===== src/design/cts_pkg.sv =====
// Package for the C-minus token scanner: token codes, scan modes, character
// constants, the keyword table and the result record shared by the modules.
// No dependencies.
`default_nettype none

package cts_pkg;

    // Default keyword buffer depth in characters.
    localparam int KEYWORD_MAX_CHARS_DEF = 6;

    // Keyword table geometry: eight keywords, each at most six characters.
    localparam int KW_COUNT  = 8;
    localparam int KW_TEXT_W = 48;

    // Result queue depth; a power of two so the pointers wrap on their own.
    localparam int RES_DEPTH = 4;

    // Token codes.
    localparam logic [4:0] TOK_ERR    = 5'd0;
    localparam logic [4:0] TOK_LPAREN = 5'd1;
    localparam logic [4:0] TOK_LBRACE = 5'd2;
    localparam logic [4:0] TOK_RPAREN = 5'd3;
    localparam logic [4:0] TOK_RBRACE = 5'd4;
    localparam logic [4:0] TOK_COMMA  = 5'd5;
    localparam logic [4:0] TOK_MINUS  = 5'd6;
    localparam logic [4:0] TOK_PLUS   = 5'd7;
    localparam logic [4:0] TOK_SEMI   = 5'd8;
    localparam logic [4:0] TOK_STAR   = 5'd9;
    localparam logic [4:0] TOK_SLASH  = 5'd10;
    localparam logic [4:0] TOK_NE     = 5'd11;
    localparam logic [4:0] TOK_EQEQ   = 5'd12;
    localparam logic [4:0] TOK_EQ     = 5'd13;
    localparam logic [4:0] TOK_LE     = 5'd14;
    localparam logic [4:0] TOK_LT     = 5'd15;
    localparam logic [4:0] TOK_GE     = 5'd16;
    localparam logic [4:0] TOK_GT     = 5'd17;
    localparam logic [4:0] TOK_INT    = 5'd18;
    localparam logic [4:0] TOK_VAR    = 5'd19;
    localparam logic [4:0] TOK_FUNC   = 5'd20;
    localparam logic [4:0] TOK_KW0    = 5'd21;
    localparam logic [4:0] TOK_END    = 5'd29;

    // Character codes the scanner looks at.
    localparam logic [7:0] CH_TAB    = 8'h09;
    localparam logic [7:0] CH_NL     = 8'h0A;
    localparam logic [7:0] CH_CR     = 8'h0D;
    localparam logic [7:0] CH_SPACE  = 8'h20;
    localparam logic [7:0] CH_BANG   = 8'h21;
    localparam logic [7:0] CH_LPAREN = 8'h28;
    localparam logic [7:0] CH_RPAREN = 8'h29;
    localparam logic [7:0] CH_STAR   = 8'h2A;
    localparam logic [7:0] CH_PLUS   = 8'h2B;
    localparam logic [7:0] CH_COMMA  = 8'h2C;
    localparam logic [7:0] CH_MINUS  = 8'h2D;
    localparam logic [7:0] CH_SLASH  = 8'h2F;
    localparam logic [7:0] CH_ZERO   = 8'h30;
    localparam logic [7:0] CH_NINE   = 8'h39;
    localparam logic [7:0] CH_SEMI   = 8'h3B;
    localparam logic [7:0] CH_LESS   = 8'h3C;
    localparam logic [7:0] CH_EQUAL  = 8'h3D;
    localparam logic [7:0] CH_GREAT  = 8'h3E;
    localparam logic [7:0] CH_UP_A   = 8'h41;
    localparam logic [7:0] CH_UP_Z   = 8'h5A;
    localparam logic [7:0] CH_UNDER  = 8'h5F;
    localparam logic [7:0] CH_LO_A   = 8'h61;
    localparam logic [7:0] CH_LO_Z   = 8'h7A;
    localparam logic [7:0] CH_LBRACE = 8'h7B;
    localparam logic [7:0] CH_RBRACE = 8'h7D;

    // Keyword spellings, first character in the lowest byte, zero padded.
    localparam logic [KW_TEXT_W-1:0] KW_TEXT [KW_COUNT] = '{
        48'h0000_0000_6669,   // if
        48'h0000_6573_6C65,   // else
        48'h6E72_7574_6572,   // return
        48'h0065_6C69_6877,   // while
        48'h0000_0074_6E69,   // int
        48'h0000_6469_6F76,   // void
        48'h0074_7570_6E69,   // input
        48'h7475_7074_756F    // output
    };
    localparam logic [3:0] KW_LEN [KW_COUNT] = '{
        4'd2, 4'd4, 4'd6, 4'd5, 4'd3, 4'd4, 4'd5, 4'd6
    };

    // Scanner state between characters.
    typedef enum logic [3:0] {
        MODE_IDLE,
        MODE_IDENT,
        MODE_IDSP,
        MODE_NUM,
        MODE_BANG,
        MODE_EQ,
        MODE_LT,
        MODE_GT,
        MODE_SLASH,
        MODE_COMMENT
    } mode_t;

    // One result token as it waits for the output side.
    typedef struct packed {
        logic [4:0]  token_code;
        logic [31:0] start_offset;
        logic [15:0] token_length;
        logic [23:0] line_number;
        logic [15:0] column_number;
        logic        error_seen;
        logic        last;
    } res_t;

    // Up to two results written into the queue in one cycle.
    typedef struct packed {
        logic [1:0] count;
        res_t       first;
        res_t       second;
    } push_t;

    function automatic logic is_ident_char(input logic [7:0] c);
        return (c >= CH_LO_A && c <= CH_LO_Z) || (c >= CH_UP_A && c <= CH_UP_Z)
            || (c == CH_UNDER);
    endfunction

    function automatic logic is_digit(input logic [7:0] c);
        return c >= CH_ZERO && c <= CH_NINE;
    endfunction

    // Single-character punctuation code, or TOK_ERR when c is not one.
    function automatic logic [4:0] punct_code(input logic [7:0] c);
        logic [4:0] p;
        case (c)
            CH_LPAREN: p = TOK_LPAREN;
            CH_LBRACE: p = TOK_LBRACE;
            CH_RPAREN: p = TOK_RPAREN;
            CH_RBRACE: p = TOK_RBRACE;
            CH_COMMA:  p = TOK_COMMA;
            CH_MINUS:  p = TOK_MINUS;
            CH_PLUS:   p = TOK_PLUS;
            CH_SEMI:   p = TOK_SEMI;
            CH_STAR:   p = TOK_STAR;
            default:   p = TOK_ERR;
        endcase
        return p;
    endfunction

endpackage

`default_nettype wire


===== src/design/cts_result_fifo.sv =====
// Small result queue for the token scanner: takes up to two tokens per cycle
// and hands out one per transfer. Depends on cts_pkg.
`default_nettype none

module cts_result_fifo (
    input  wire logic           clk,
    input  wire logic           rst_n,
    input  wire cts_pkg::push_t push,
    output logic                room,
    output logic                out_valid,
    input  wire logic           out_ready,
    output cts_pkg::res_t       out_data
);

    localparam int DEPTH = cts_pkg::RES_DEPTH;
    localparam int PTR_W = $clog2(DEPTH);
    localparam int CNT_W = $clog2(DEPTH + 1);

    cts_pkg::res_t mem [DEPTH];

    logic [PTR_W-1:0] wr_ptr_reg, wr_ptr_next;
    logic [PTR_W-1:0] rd_ptr_reg, rd_ptr_next;
    logic [CNT_W-1:0] count_reg, count_next;
    logic             pop;

    // Room means a full item's worth of results (two) still fits.
    assign room      = count_reg <= CNT_W'(DEPTH - 2);
    assign out_valid = count_reg != '0;
    assign out_data  = mem[rd_ptr_reg];
    assign pop       = out_valid && out_ready;

    always_comb
    begin
        wr_ptr_next = wr_ptr_reg + PTR_W'(push.count);
        rd_ptr_next = pop ? rd_ptr_reg + PTR_W'(1) : rd_ptr_reg;
        count_next  = count_reg + CNT_W'(push.count) - CNT_W'(pop);
    end

    always_ff @(posedge clk)
    begin
        if (push.count != 2'd0)
        begin
            mem[wr_ptr_reg] <= push.first;
        end
        if (push.count == 2'd2)
        begin
            mem[wr_ptr_reg + PTR_W'(1)] <= push.second;
        end
    end

    always_ff @(posedge clk or negedge rst_n)
    begin
        if (!rst_n)
        begin
            wr_ptr_reg <= '0;
            rd_ptr_reg <= '0;
            count_reg  <= '0;
        end
        else
        begin
            wr_ptr_reg <= wr_ptr_next;
            rd_ptr_reg <= rd_ptr_next;
            count_reg  <= count_next;
        end
    end

endmodule

`default_nettype wire


===== src/design/cminus_token_scanner_unit.sv =====
// A token is written to the result queue on the edge that accepts the
// character completing it and is offered on m_axis from the head of that queue.
// Throughput: one character per cycle; a character that completes two tokens
// needs two output transfers, and input stalls only when the four-entry
// result queue has fewer than two free slots.
// Reset (rst_n, asynchronous, active low): idle between tokens, position 0,
// line 1, column 1, error flag clear, result queue empty.
//
// Top level of the C-minus token scanner; depends on cts_pkg and
// cts_result_fifo.
`default_nettype none

module cminus_token_scanner_unit #(
    parameter int KEYWORD_MAX_CHARS = cts_pkg::KEYWORD_MAX_CHARS_DEF
) (
    input  wire logic        clk,
    input  wire logic        rst_n,

    // Source side: one character or end mark per transfer.
    input  wire logic        s_axis_tvalid,
    output logic             s_axis_tready,
    input  wire logic [7:0]  s_axis_tdata,   // [7:0] char_code
    input  wire logic        s_axis_tuser,   // [0] kind (1 = end of source)

    // Token side: one token per transfer.
    output logic             m_axis_tvalid,
    input  wire logic        m_axis_tready,
    output logic [95:0]      m_axis_tdata,   // [31:0] start_offset, [47:32] token_length,
                                             // [71:48] line_number, [87:72] column_number,
                                             // [88] error_seen, [95:89] zero
    output logic [4:0]       m_axis_tuser,   // [4:0] token_code
    output logic             m_axis_tlast    // last token caused by its input item
);

    localparam int KW_W = KEYWORD_MAX_CHARS * 8;

    // The scanner state proper. The pending token is the one still being
    // collected; its fields are what it is reported with when it closes.
    cts_pkg::mode_t mode_reg, mode_next;
    logic [31:0]    pend_start_reg, pend_start_next;
    logic [15:0]    pend_len_reg, pend_len_next;
    logic [23:0]    pend_line_reg, pend_line_next;
    logic [15:0]    pend_col_reg, pend_col_next;
    logic [KW_W-1:0] kw_buf_reg, kw_buf_next;
    logic [31:0]    pos_reg, pos_next;
    logic [23:0]    line_reg, line_next;
    logic [15:0]    col_reg, col_next;
    logic           err_reg, err_next;

    logic           in_fire;
    logic           in_kind;
    logic [7:0]     ch;
    logic [4:0]     kw_code;
    logic [15:0]    len_grown;

    // Closing of the pending token by the incoming character.
    logic           res_emit;
    logic [4:0]     res_code;
    logic           res_consumed;
    logic           res_grow;
    logic           res_buf_wr;
    cts_pkg::mode_t mode_res;

    // Handling of a character that the pending token did not take.
    logic           st_emit;
    logic [4:0]     st_code;
    logic           st_begin;
    cts_pkg::mode_t st_mode;
    logic           st_error;

    cts_pkg::push_t push;
    cts_pkg::res_t  res_a, res_b, head;
    logic           room;

    assign in_kind       = s_axis_tuser;
    assign ch            = s_axis_tdata;
    assign s_axis_tready = room;
    assign in_fire       = s_axis_tvalid && s_axis_tready;

    assign len_grown = (pend_len_reg == 16'hFFFF) ? pend_len_reg : pend_len_reg + 16'd1;

    // Keyword lookup. Unwritten buffer bytes stay zero, so a zero padded
    // compare plus an exact length match identifies the keyword; identifiers
    // longer than any keyword can never match on length.
    always_comb
    begin
        kw_code = cts_pkg::TOK_ERR;
        for (int k = 0; k < cts_pkg::KW_COUNT; k++)
        begin
            if (pend_len_reg == 16'(cts_pkg::KW_LEN[k])
                && kw_buf_reg == KW_W'(cts_pkg::KW_TEXT[k]))
            begin
                kw_code = cts_pkg::TOK_KW0 + 5'(k);
            end
        end
    end

    // Resolve the pending token against the incoming character or end mark.
    always_comb
    begin
        res_emit     = 1'b0;
        res_code     = cts_pkg::TOK_ERR;
        res_consumed = 1'b0;
        res_grow     = 1'b0;
        res_buf_wr   = 1'b0;
        mode_res     = cts_pkg::MODE_IDLE;
        if (in_kind)
        begin
            // End mark flushes whatever is open; a lone bang or comment ends quietly.
            case (mode_reg)
                cts_pkg::MODE_IDENT:
                begin
                    res_emit = 1'b1;
                    res_code = (kw_code != cts_pkg::TOK_ERR) ? kw_code : cts_pkg::TOK_VAR;
                end
                cts_pkg::MODE_IDSP:  begin res_emit = 1'b1; res_code = cts_pkg::TOK_VAR;   end
                cts_pkg::MODE_NUM:   begin res_emit = 1'b1; res_code = cts_pkg::TOK_INT;   end
                cts_pkg::MODE_EQ:    begin res_emit = 1'b1; res_code = cts_pkg::TOK_EQ;    end
                cts_pkg::MODE_LT:    begin res_emit = 1'b1; res_code = cts_pkg::TOK_LT;    end
                cts_pkg::MODE_GT:    begin res_emit = 1'b1; res_code = cts_pkg::TOK_GT;    end
                cts_pkg::MODE_SLASH: begin res_emit = 1'b1; res_code = cts_pkg::TOK_SLASH; end
                default:             res_emit = 1'b0;
            endcase
        end
        else
        begin
            case (mode_reg)
                cts_pkg::MODE_IDENT:
                begin
                    if (cts_pkg::is_ident_char(ch))
                    begin
                        res_consumed = 1'b1;
                        res_grow     = 1'b1;
                        res_buf_wr   = 1'b1;
                        mode_res     = cts_pkg::MODE_IDENT;
                    end
                    else if (kw_code != cts_pkg::TOK_ERR)
                    begin
                        res_emit = 1'b1;
                        res_code = kw_code;
                    end
                    else if (ch == cts_pkg::CH_SPACE)
                    begin
                        // Spaces may still separate a function name from '('.
                        res_consumed = 1'b1;
                        mode_res     = cts_pkg::MODE_IDSP;
                    end
                    else
                    begin
                        res_emit = 1'b1;
                        res_code = (ch == cts_pkg::CH_LPAREN) ? cts_pkg::TOK_FUNC
                                                              : cts_pkg::TOK_VAR;
                    end
                end
                cts_pkg::MODE_IDSP:
                begin
                    if (ch == cts_pkg::CH_SPACE)
                    begin
                        res_consumed = 1'b1;
                        mode_res     = cts_pkg::MODE_IDSP;
                    end
                    else
                    begin
                        res_emit = 1'b1;
                        res_code = (ch == cts_pkg::CH_LPAREN) ? cts_pkg::TOK_FUNC
                                                              : cts_pkg::TOK_VAR;
                    end
                end
                cts_pkg::MODE_NUM:
                begin
                    if (cts_pkg::is_digit(ch))
                    begin
                        res_consumed = 1'b1;
                        res_grow     = 1'b1;
                        mode_res     = cts_pkg::MODE_NUM;
                    end
                    else
                    begin
                        res_emit = 1'b1;
                        res_code = cts_pkg::TOK_INT;
                    end
                end
                cts_pkg::MODE_BANG:
                begin
                    // A bang without '=' is dropped and the character rescanned.
                    if (ch == cts_pkg::CH_EQUAL)
                    begin
                        res_consumed = 1'b1;
                        res_grow     = 1'b1;
                        res_emit     = 1'b1;
                        res_code     = cts_pkg::TOK_NE;
                    end
                end
                cts_pkg::MODE_EQ, cts_pkg::MODE_LT, cts_pkg::MODE_GT:
                begin
                    res_emit = 1'b1;
                    if (ch == cts_pkg::CH_EQUAL)
                    begin
                        res_consumed = 1'b1;
                        res_grow     = 1'b1;
                        res_code     = (mode_reg == cts_pkg::MODE_EQ) ? cts_pkg::TOK_EQEQ :
                                       (mode_reg == cts_pkg::MODE_LT) ? cts_pkg::TOK_LE
                                                                      : cts_pkg::TOK_GE;
                    end
                    else
                    begin
                        res_code     = (mode_reg == cts_pkg::MODE_EQ) ? cts_pkg::TOK_EQ :
                                       (mode_reg == cts_pkg::MODE_LT) ? cts_pkg::TOK_LT
                                                                      : cts_pkg::TOK_GT;
                    end
                end
                cts_pkg::MODE_SLASH:
                begin
                    if (ch == cts_pkg::CH_SLASH)
                    begin
                        res_consumed = 1'b1;
                        mode_res     = cts_pkg::MODE_COMMENT;
                    end
                    else
                    begin
                        res_emit = 1'b1;
                        res_code = cts_pkg::TOK_SLASH;
                    end
                end
                cts_pkg::MODE_COMMENT:
                begin
                    // The newline ends the comment and is then scanned as whitespace.
                    if (ch != cts_pkg::CH_NL)
                    begin
                        res_consumed = 1'b1;
                        mode_res     = cts_pkg::MODE_COMMENT;
                    end
                end
                default:
                begin
                    res_consumed = 1'b0;
                end
            endcase
        end
    end

    // Start of a new token, or the end marker after an end mark.
    always_comb
    begin
        st_emit  = 1'b0;
        st_code  = cts_pkg::TOK_ERR;
        st_begin = 1'b0;
        st_mode  = cts_pkg::MODE_IDLE;
        st_error = 1'b0;
        if (in_kind)
        begin
            st_emit = 1'b1;
            st_code = cts_pkg::TOK_END;
        end
        else if (!res_consumed)
        begin
            if (cts_pkg::punct_code(ch) != cts_pkg::TOK_ERR)
            begin
                st_emit = 1'b1;
                st_code = cts_pkg::punct_code(ch);
            end
            else
            begin
                case (ch)
                    cts_pkg::CH_BANG:  begin st_begin = 1'b1; st_mode = cts_pkg::MODE_BANG;  end
                    cts_pkg::CH_EQUAL: begin st_begin = 1'b1; st_mode = cts_pkg::MODE_EQ;    end
                    cts_pkg::CH_LESS:  begin st_begin = 1'b1; st_mode = cts_pkg::MODE_LT;    end
                    cts_pkg::CH_GREAT: begin st_begin = 1'b1; st_mode = cts_pkg::MODE_GT;    end
                    cts_pkg::CH_SLASH: begin st_begin = 1'b1; st_mode = cts_pkg::MODE_SLASH; end
                    cts_pkg::CH_SPACE, cts_pkg::CH_TAB, cts_pkg::CH_CR, cts_pkg::CH_NL:
                    begin
                        st_begin = 1'b0;
                    end
                    default:
                    begin
                        if (cts_pkg::is_digit(ch))
                        begin
                            st_begin = 1'b1;
                            st_mode  = cts_pkg::MODE_NUM;
                        end
                        else if (cts_pkg::is_ident_char(ch))
                        begin
                            st_begin = 1'b1;
                            st_mode  = cts_pkg::MODE_IDENT;
                        end
                        else
                        begin
                            st_emit  = 1'b1;
                            st_error = 1'b1;
                        end
                    end
                endcase
            end
        end
    end

    // Next state of the scanner and the position counters.
    always_comb
    begin
        mode_next       = mode_reg;
        pend_start_next = pend_start_reg;
        pend_len_next   = pend_len_reg;
        pend_line_next  = pend_line_reg;
        pend_col_next   = pend_col_reg;
        kw_buf_next     = kw_buf_reg;
        pos_next        = pos_reg;
        line_next       = line_reg;
        col_next        = col_reg;
        err_next        = err_reg;
        if (in_fire)
        begin
            mode_next = st_begin ? st_mode : mode_res;
            err_next  = err_reg | st_error;
            if (st_begin)
            begin
                pend_start_next = pos_reg;
                pend_len_next   = 16'd1;
                pend_line_next  = line_reg;
                pend_col_next   = col_reg;
            end
            else if (res_grow)
            begin
                pend_len_next = len_grown;
            end
            if (st_begin && st_mode == cts_pkg::MODE_IDENT)
            begin
                kw_buf_next = KW_W'(ch);
            end
            else if (res_buf_wr)
            begin
                // Only the first KEYWORD_MAX_CHARS characters are kept.
                for (int i = 0; i < KEYWORD_MAX_CHARS; i++)
                begin
                    if (pend_len_reg == 16'(i))
                    begin
                        kw_buf_next[i*8 +: 8] = ch;
                    end
                end
            end
            if (!in_kind)
            begin
                pos_next = pos_reg + 32'd1;
                if (ch == cts_pkg::CH_NL)
                begin
                    line_next = (line_reg == 24'hFFFFFF) ? line_reg : line_reg + 24'd1;
                    col_next  = 16'd1;
                end
                else
                begin
                    col_next = (col_reg == 16'hFFFF) ? col_reg : col_reg + 16'd1;
                end
            end
        end
    end

    // Result records. The pending token reports the error flag as it stood
    // before this character; a new token sees an error raised by itself.
    always_comb
    begin
        res_a.token_code    = res_code;
        res_a.start_offset  = pend_start_reg;
        res_a.token_length  = res_grow ? len_grown : pend_len_reg;
        res_a.line_number   = pend_line_reg;
        res_a.column_number = pend_col_reg;
        res_a.error_seen    = err_reg;
        res_a.last          = !st_emit;

        res_b.token_code    = st_code;
        res_b.start_offset  = pos_reg;
        res_b.token_length  = in_kind ? 16'd0 : 16'd1;
        res_b.line_number   = line_reg;
        res_b.column_number = col_reg;
        res_b.error_seen    = err_reg | st_error;
        res_b.last          = 1'b1;

        push.first  = res_emit ? res_a : res_b;
        push.second = res_b;
        push.count  = in_fire ? 2'({1'b0, res_emit} + {1'b0, st_emit}) : 2'd0;
    end

    always_ff @(posedge clk or negedge rst_n)
    begin
        if (!rst_n)
        begin
            mode_reg       <= cts_pkg::MODE_IDLE;
            pend_start_reg <= '0;
            pend_len_reg   <= '0;
            pend_line_reg  <= 24'd1;
            pend_col_reg   <= 16'd1;
            kw_buf_reg     <= '0;
            pos_reg        <= '0;
            line_reg       <= 24'd1;
            col_reg        <= 16'd1;
            err_reg        <= 1'b0;
        end
        else
        begin
            mode_reg       <= mode_next;
            pend_start_reg <= pend_start_next;
            pend_len_reg   <= pend_len_next;
            pend_line_reg  <= pend_line_next;
            pend_col_reg   <= pend_col_next;
            kw_buf_reg     <= kw_buf_next;
            pos_reg        <= pos_next;
            line_reg       <= line_next;
            col_reg        <= col_next;
            err_reg        <= err_next;
        end
    end

    // The result queue decouples the token side, so characters keep flowing
    // while a finished token waits for its transfer.
    cts_result_fifo u_result_fifo (
        .clk       (clk),
        .rst_n     (rst_n),
        .push      (push),
        .room      (room),
        .out_valid (m_axis_tvalid),
        .out_ready (m_axis_tready),
        .out_data  (head)
    );

    assign m_axis_tuser = head.token_code;
    assign m_axis_tlast = head.last;
    assign m_axis_tdata = {7'd0, head.error_seen, head.column_number, head.line_number,
                           head.token_length, head.start_offset};

`ifndef SYNTHESIS
    // The end marker always closes the results of its item.
    assert property (@(posedge clk) disable iff (!rst_n)
        m_axis_tvalid && m_axis_tuser == cts_pkg::TOK_END |-> m_axis_tlast)
        else $error("end marker without tlast");

    // An end mark leaves the scanner idle between tokens.
    assert property (@(posedge clk) disable iff (!rst_n)
        in_fire && in_kind |=> mode_reg == cts_pkg::MODE_IDLE)
        else $error("scanner not idle after end mark");

    // A newline character restarts the column count.
    assert property (@(posedge clk) disable iff (!rst_n)
        in_fire && !in_kind && ch == cts_pkg::CH_NL |=> col_reg == 16'd1)
        else $error("column not reset after newline");

    // The error flag is sticky.
    assert property (@(posedge clk) disable iff (!rst_n)
        err_reg |=> err_reg)
        else $error("error flag cleared");
`endif

endmodule

`default_nettype wire


===== config.mk =====
export PLATFORM = sky130hd
export DESIGN_NAME = cminus_token_scanner_unit
export DESIGN_NICKNAME = d
export VERILOG_FILES = /design/src/design/cts_pkg.sv /design/src/design/cts_result_fifo.sv /design/src/design/cminus_token_scanner_unit.sv
export SDC_FILE = /design/constraint.sdc
export NUM_CORES = 1
export LEC_CHECK = 0
export ABC_AREA = 1
export BUFFER_PORTS_ARGS = -buffer_cell sky130_fd_sc_hd__buf_2
export CAP_MARGIN = 20
export CORE_ASPECT_RATIO = 1.25
export CORE_MARGIN = 2
export CORE_UTILIZATION = 30
export DETAILED_ROUTE_END_ITERATION = 16
export MAX_ROUTING_LAYER = met4
export PLACE_DENSITY = 0.56
export SETUP_SLACK_MARGIN = 0.15
export SYNTH_ARGS = -nofsm -noshare
export SYNTH_HDL_FRONTEND = slang
export SYNTH_HIERARCHICAL = 1
export SYNTH_SLANG_ARGS = --single-unit

===== constraint.sdc =====
create_clock -name clk -period 13.01 [get_ports clk]
set_input_delay 1.301 -clock clk [delete_from_list [all_inputs] [get_ports clk]]
set_output_delay 1.301 -clock clk [all_outputs]
set_load 0.02 [all_outputs]

==> metrics <==
Critical Path Start Type input port; Slowest-stage cell, CP buf_4; Die Span X 299.6 um; Fmax 123.1 MHz; Synth cell types 51; Setup Crit Path Kind input port to flip-flop; worst skew pair latency 0.63 ns; DP HPWL 60360 um; PD cells 212.0 nW/um^2; worst-path cell chain buf_2, inv_2, nand2_1, nor2_1, nand3_1, nor2_1, inv_1, o21ai_0, nor3_1, nand3_1, nand2_1, buf_4, inv_4, ha_1, inv_1, nor2_1, nand2_1, inv_8, buf_4, nand2_4, nand2_4, buf_4; Avg WL per Cell 17.20 um; die height 373.5 um; Worst Hold Class flip-flop to flip-flop; Slew Limit Fails 0; Root Driver clkbuf_16; CP max FO 120; Vias/cell 4.756; status complete, no violations; Post-DRT Antenna Nets 0; r2r worst-path depth 22; vias in the first global route 26.37k; Total GRT Usage 17.91%; max cap viols 0; total wire length 98270 um; initial DRC count 2102; Critical Path Max Stage Delay 0.88 ns; row cnt 135; via count 27.17k; slew margin rel. 26.79%; unrepaired setup endpoints after global routing false; post-layout instance area 36870 um^2; global-route wire length before repair 153300 um; Final setup viols 0; clock skew 0.02969 ns; setup TNS 0 ns; placed cell area 34520 um^2; CP Data Required Time 13.24 ns; VDD IR-drop max 0.1310 mV; CP arrival 8.35 ns; number of flip-flops in the largest register 380; die area 111900 um^2; overall power 7817 uW; post-synthesis sequential area ratio 51.64%; router iterations before antenna repair 6; initial antenna violation count 2; synthesized instance count 4172; port bufs 109; Ports 117; CTS buffer count 68; postcts setup bufs 0; largest net degree at the start of global routing 174; Final Hold Slack 0.4734 ns; CTS Sinks 600; number of buffers on the longest clock path 3; core area 108300 um^2; TritonCTS clock tree built; share of layout cells above drive strength 1 7.957%; Multi-input gate area 13750 um^2; crit share post-route 62.42%; Max H-tree Level 3; Post-Synthesis Cell Area 32770 um^2; Placer Congestion 0.8749; yosys synthesis warning count 6; Final Hold Viols 0; Tmin final 8.120 ns; GR Overflow Total 0; flops & latches, synth 600; Resize count post-CTS 0; CTS Hold Buffers Added 0; Worst-Margin Slew 1.098 ns; Starting Density 30.27%; DRC 0; endpoint class of the critical path flip-flop; Seq. cell area 16930 um^2; LEAKAGE 0.01692 uW; clock-pin slew on the worst setup and hold paths 0.06 ns; hold depth 2; # nets final 4243; synth-to-layout area growth 12.50%; Avg Inst Size Synth 7.855 um^2; # fillers 11.28k
final cells by class:
type,count,share of cell area (%)
Clock buffer,100,5.362
Sequential cell,600,45.91
Clock inverter,26,0.9910
Inverter,324,3.360
Antenna cell,1,0.006787
Multi-Input combinational cell,3086,37.29
Timing Repair Buffer,137,2.199
Tap cell,1438,4.880
placed cells by master, fill, tap and decap left out, types with 12 or more instances in the layout:
cell type  instances
buf_4             25
nor3_1            42
nor2_1           368
o31ai_1           15
nand4_1           23
nand2_1         1586
conb_1            71
edfxtp_1         380
o21ai_0          350
inv_1            307
buf_2            108
dfrtp_1          215
ha_1              12
clkbuf_16         72
a21oi_1           34
xor2_1            63
o21ai_1           25
nand2_4           19
clkbuf_1          21
nand2_2           15
nand3_1          390
final timing paths:
kind | slack (ns) | endpoint | startpoint
max | 4.89 | u_result_fifo/mem[1][40]$_DFFE_PP_ | s_axis_tdata[1]
min | 0.47 | kw_buf_reg[6]$_DFFE_PN0P_ | kw_buf_reg[6]$_DFFE_PN0P_
max reg2reg | 5.17 | u_result_fifo/mem[1][40]$_DFFE_PP_ | pend_len_reg[0]$_DFFE_PN0P_
min reg2reg | 0.47 | kw_buf_reg[6]$_DFFE_PN0P_ | kw_buf_reg[6]$_DFFE_PN0P_
max in group asynchronous | 11.06 | u_result_fifo/rd_ptr_reg[0]$_DFFE_PN0P_ | rst_n
min in group asynchronous | 0.73 | pend_col_reg[11]$_DFFE_PN0P_ | rst_n
cell families after synthesis:
logic type / share of synthesized area, %
AO/OA/AOI/OAI: 7.182
other: 0.02292
buffers and inverters: 7.357
AND/OR/NAND/NOR: 31.55
adder cells (fa/ha/maj): 0.5193
flip-flops: 51.64
XOR/XNOR: 1.737
cells in the mapped netlist, drive strengths merged:
cell / count / area share [%]
nand2: 1620 / 19
nand3: 394 / 6.1
nor2: 387 / 4.7
o21ai: 385 / 6.0
edfxtp: 380 / 35
inv: 323 / 3.7
dfrtp: 216 / 16
buf: 148 / 2.7
clkbuf: 83 / 0.95
xor2: 63 / 1.7
nor3: 51 / 0.99
a21oi: 34 / 0.52
nand4: 25 / 0.52
o31ai: 15 / 0.34
ha: 12 / 0.46
nor4: 6 / 0.11
dfstp: 4 / 0.32
o211ai: 4 / 0.092
a21boi: 3 / 0.069
a211oi: 2 / 0.046
and3: 2 / 0.038
conb: 2 / 0.023
nand3b: 2 / 0.046
nor3b: 2 / 0.046
xnor2: 2 / 0.053
a21o: 1 / 0.023
a221oi: 1 / 0.027
a31oi: 1 / 0.019
clkinv: 1 / 0.015
fa: 1 / 0.061
nand2b: 1 / 0.042
o41ai: 1 / 0.027
layer usage:
layer | share of wire (%) | wire length, um | vias up | GRT usage, %
met5 | 0 | 0 | - | -
met4 | 3.2 | 3165 | 0 | 6.915
met3 | 4.7 | 4580 | 161 | 2.052
met2 | 50 | 49230 | 683 | 30.71
met1 | 42 | 41290 | 12830 | 21.46
li1 | - | - | 13500 | -
where the power goes:
part / switching [uW] / internal, uW
clock network: 812 / 1220
logic: 2280 / 742
registers: 195 / 2570
total: 3280 / 4530
critical path, delay by kind of cell:
family	cells	cell delay, ns
AOI/OAI and AO/OA	1	0.24
adders and majority gates	1	0.25
buffers and inverters	9	3.39
and+or+nand+nor	11	3.00
metrics by stage:
| stage | cells | setup slack (ns) | util (%) |
|---|---|---|---|
| after floorplan | 4241 | 6.491 | - |
| after global routing | 5711 | 4.344 | 34.05 |
| after global placement | 5584 | 4.320 | 31.86 |
| after detailed placement | 5585 | 4.215 | 31.89 |
| after CTS | 5711 | 4.864 | 34.05 |
| final | 5712 | 4.890 | 34.05 |
Power figures use the tool's default switching activity.
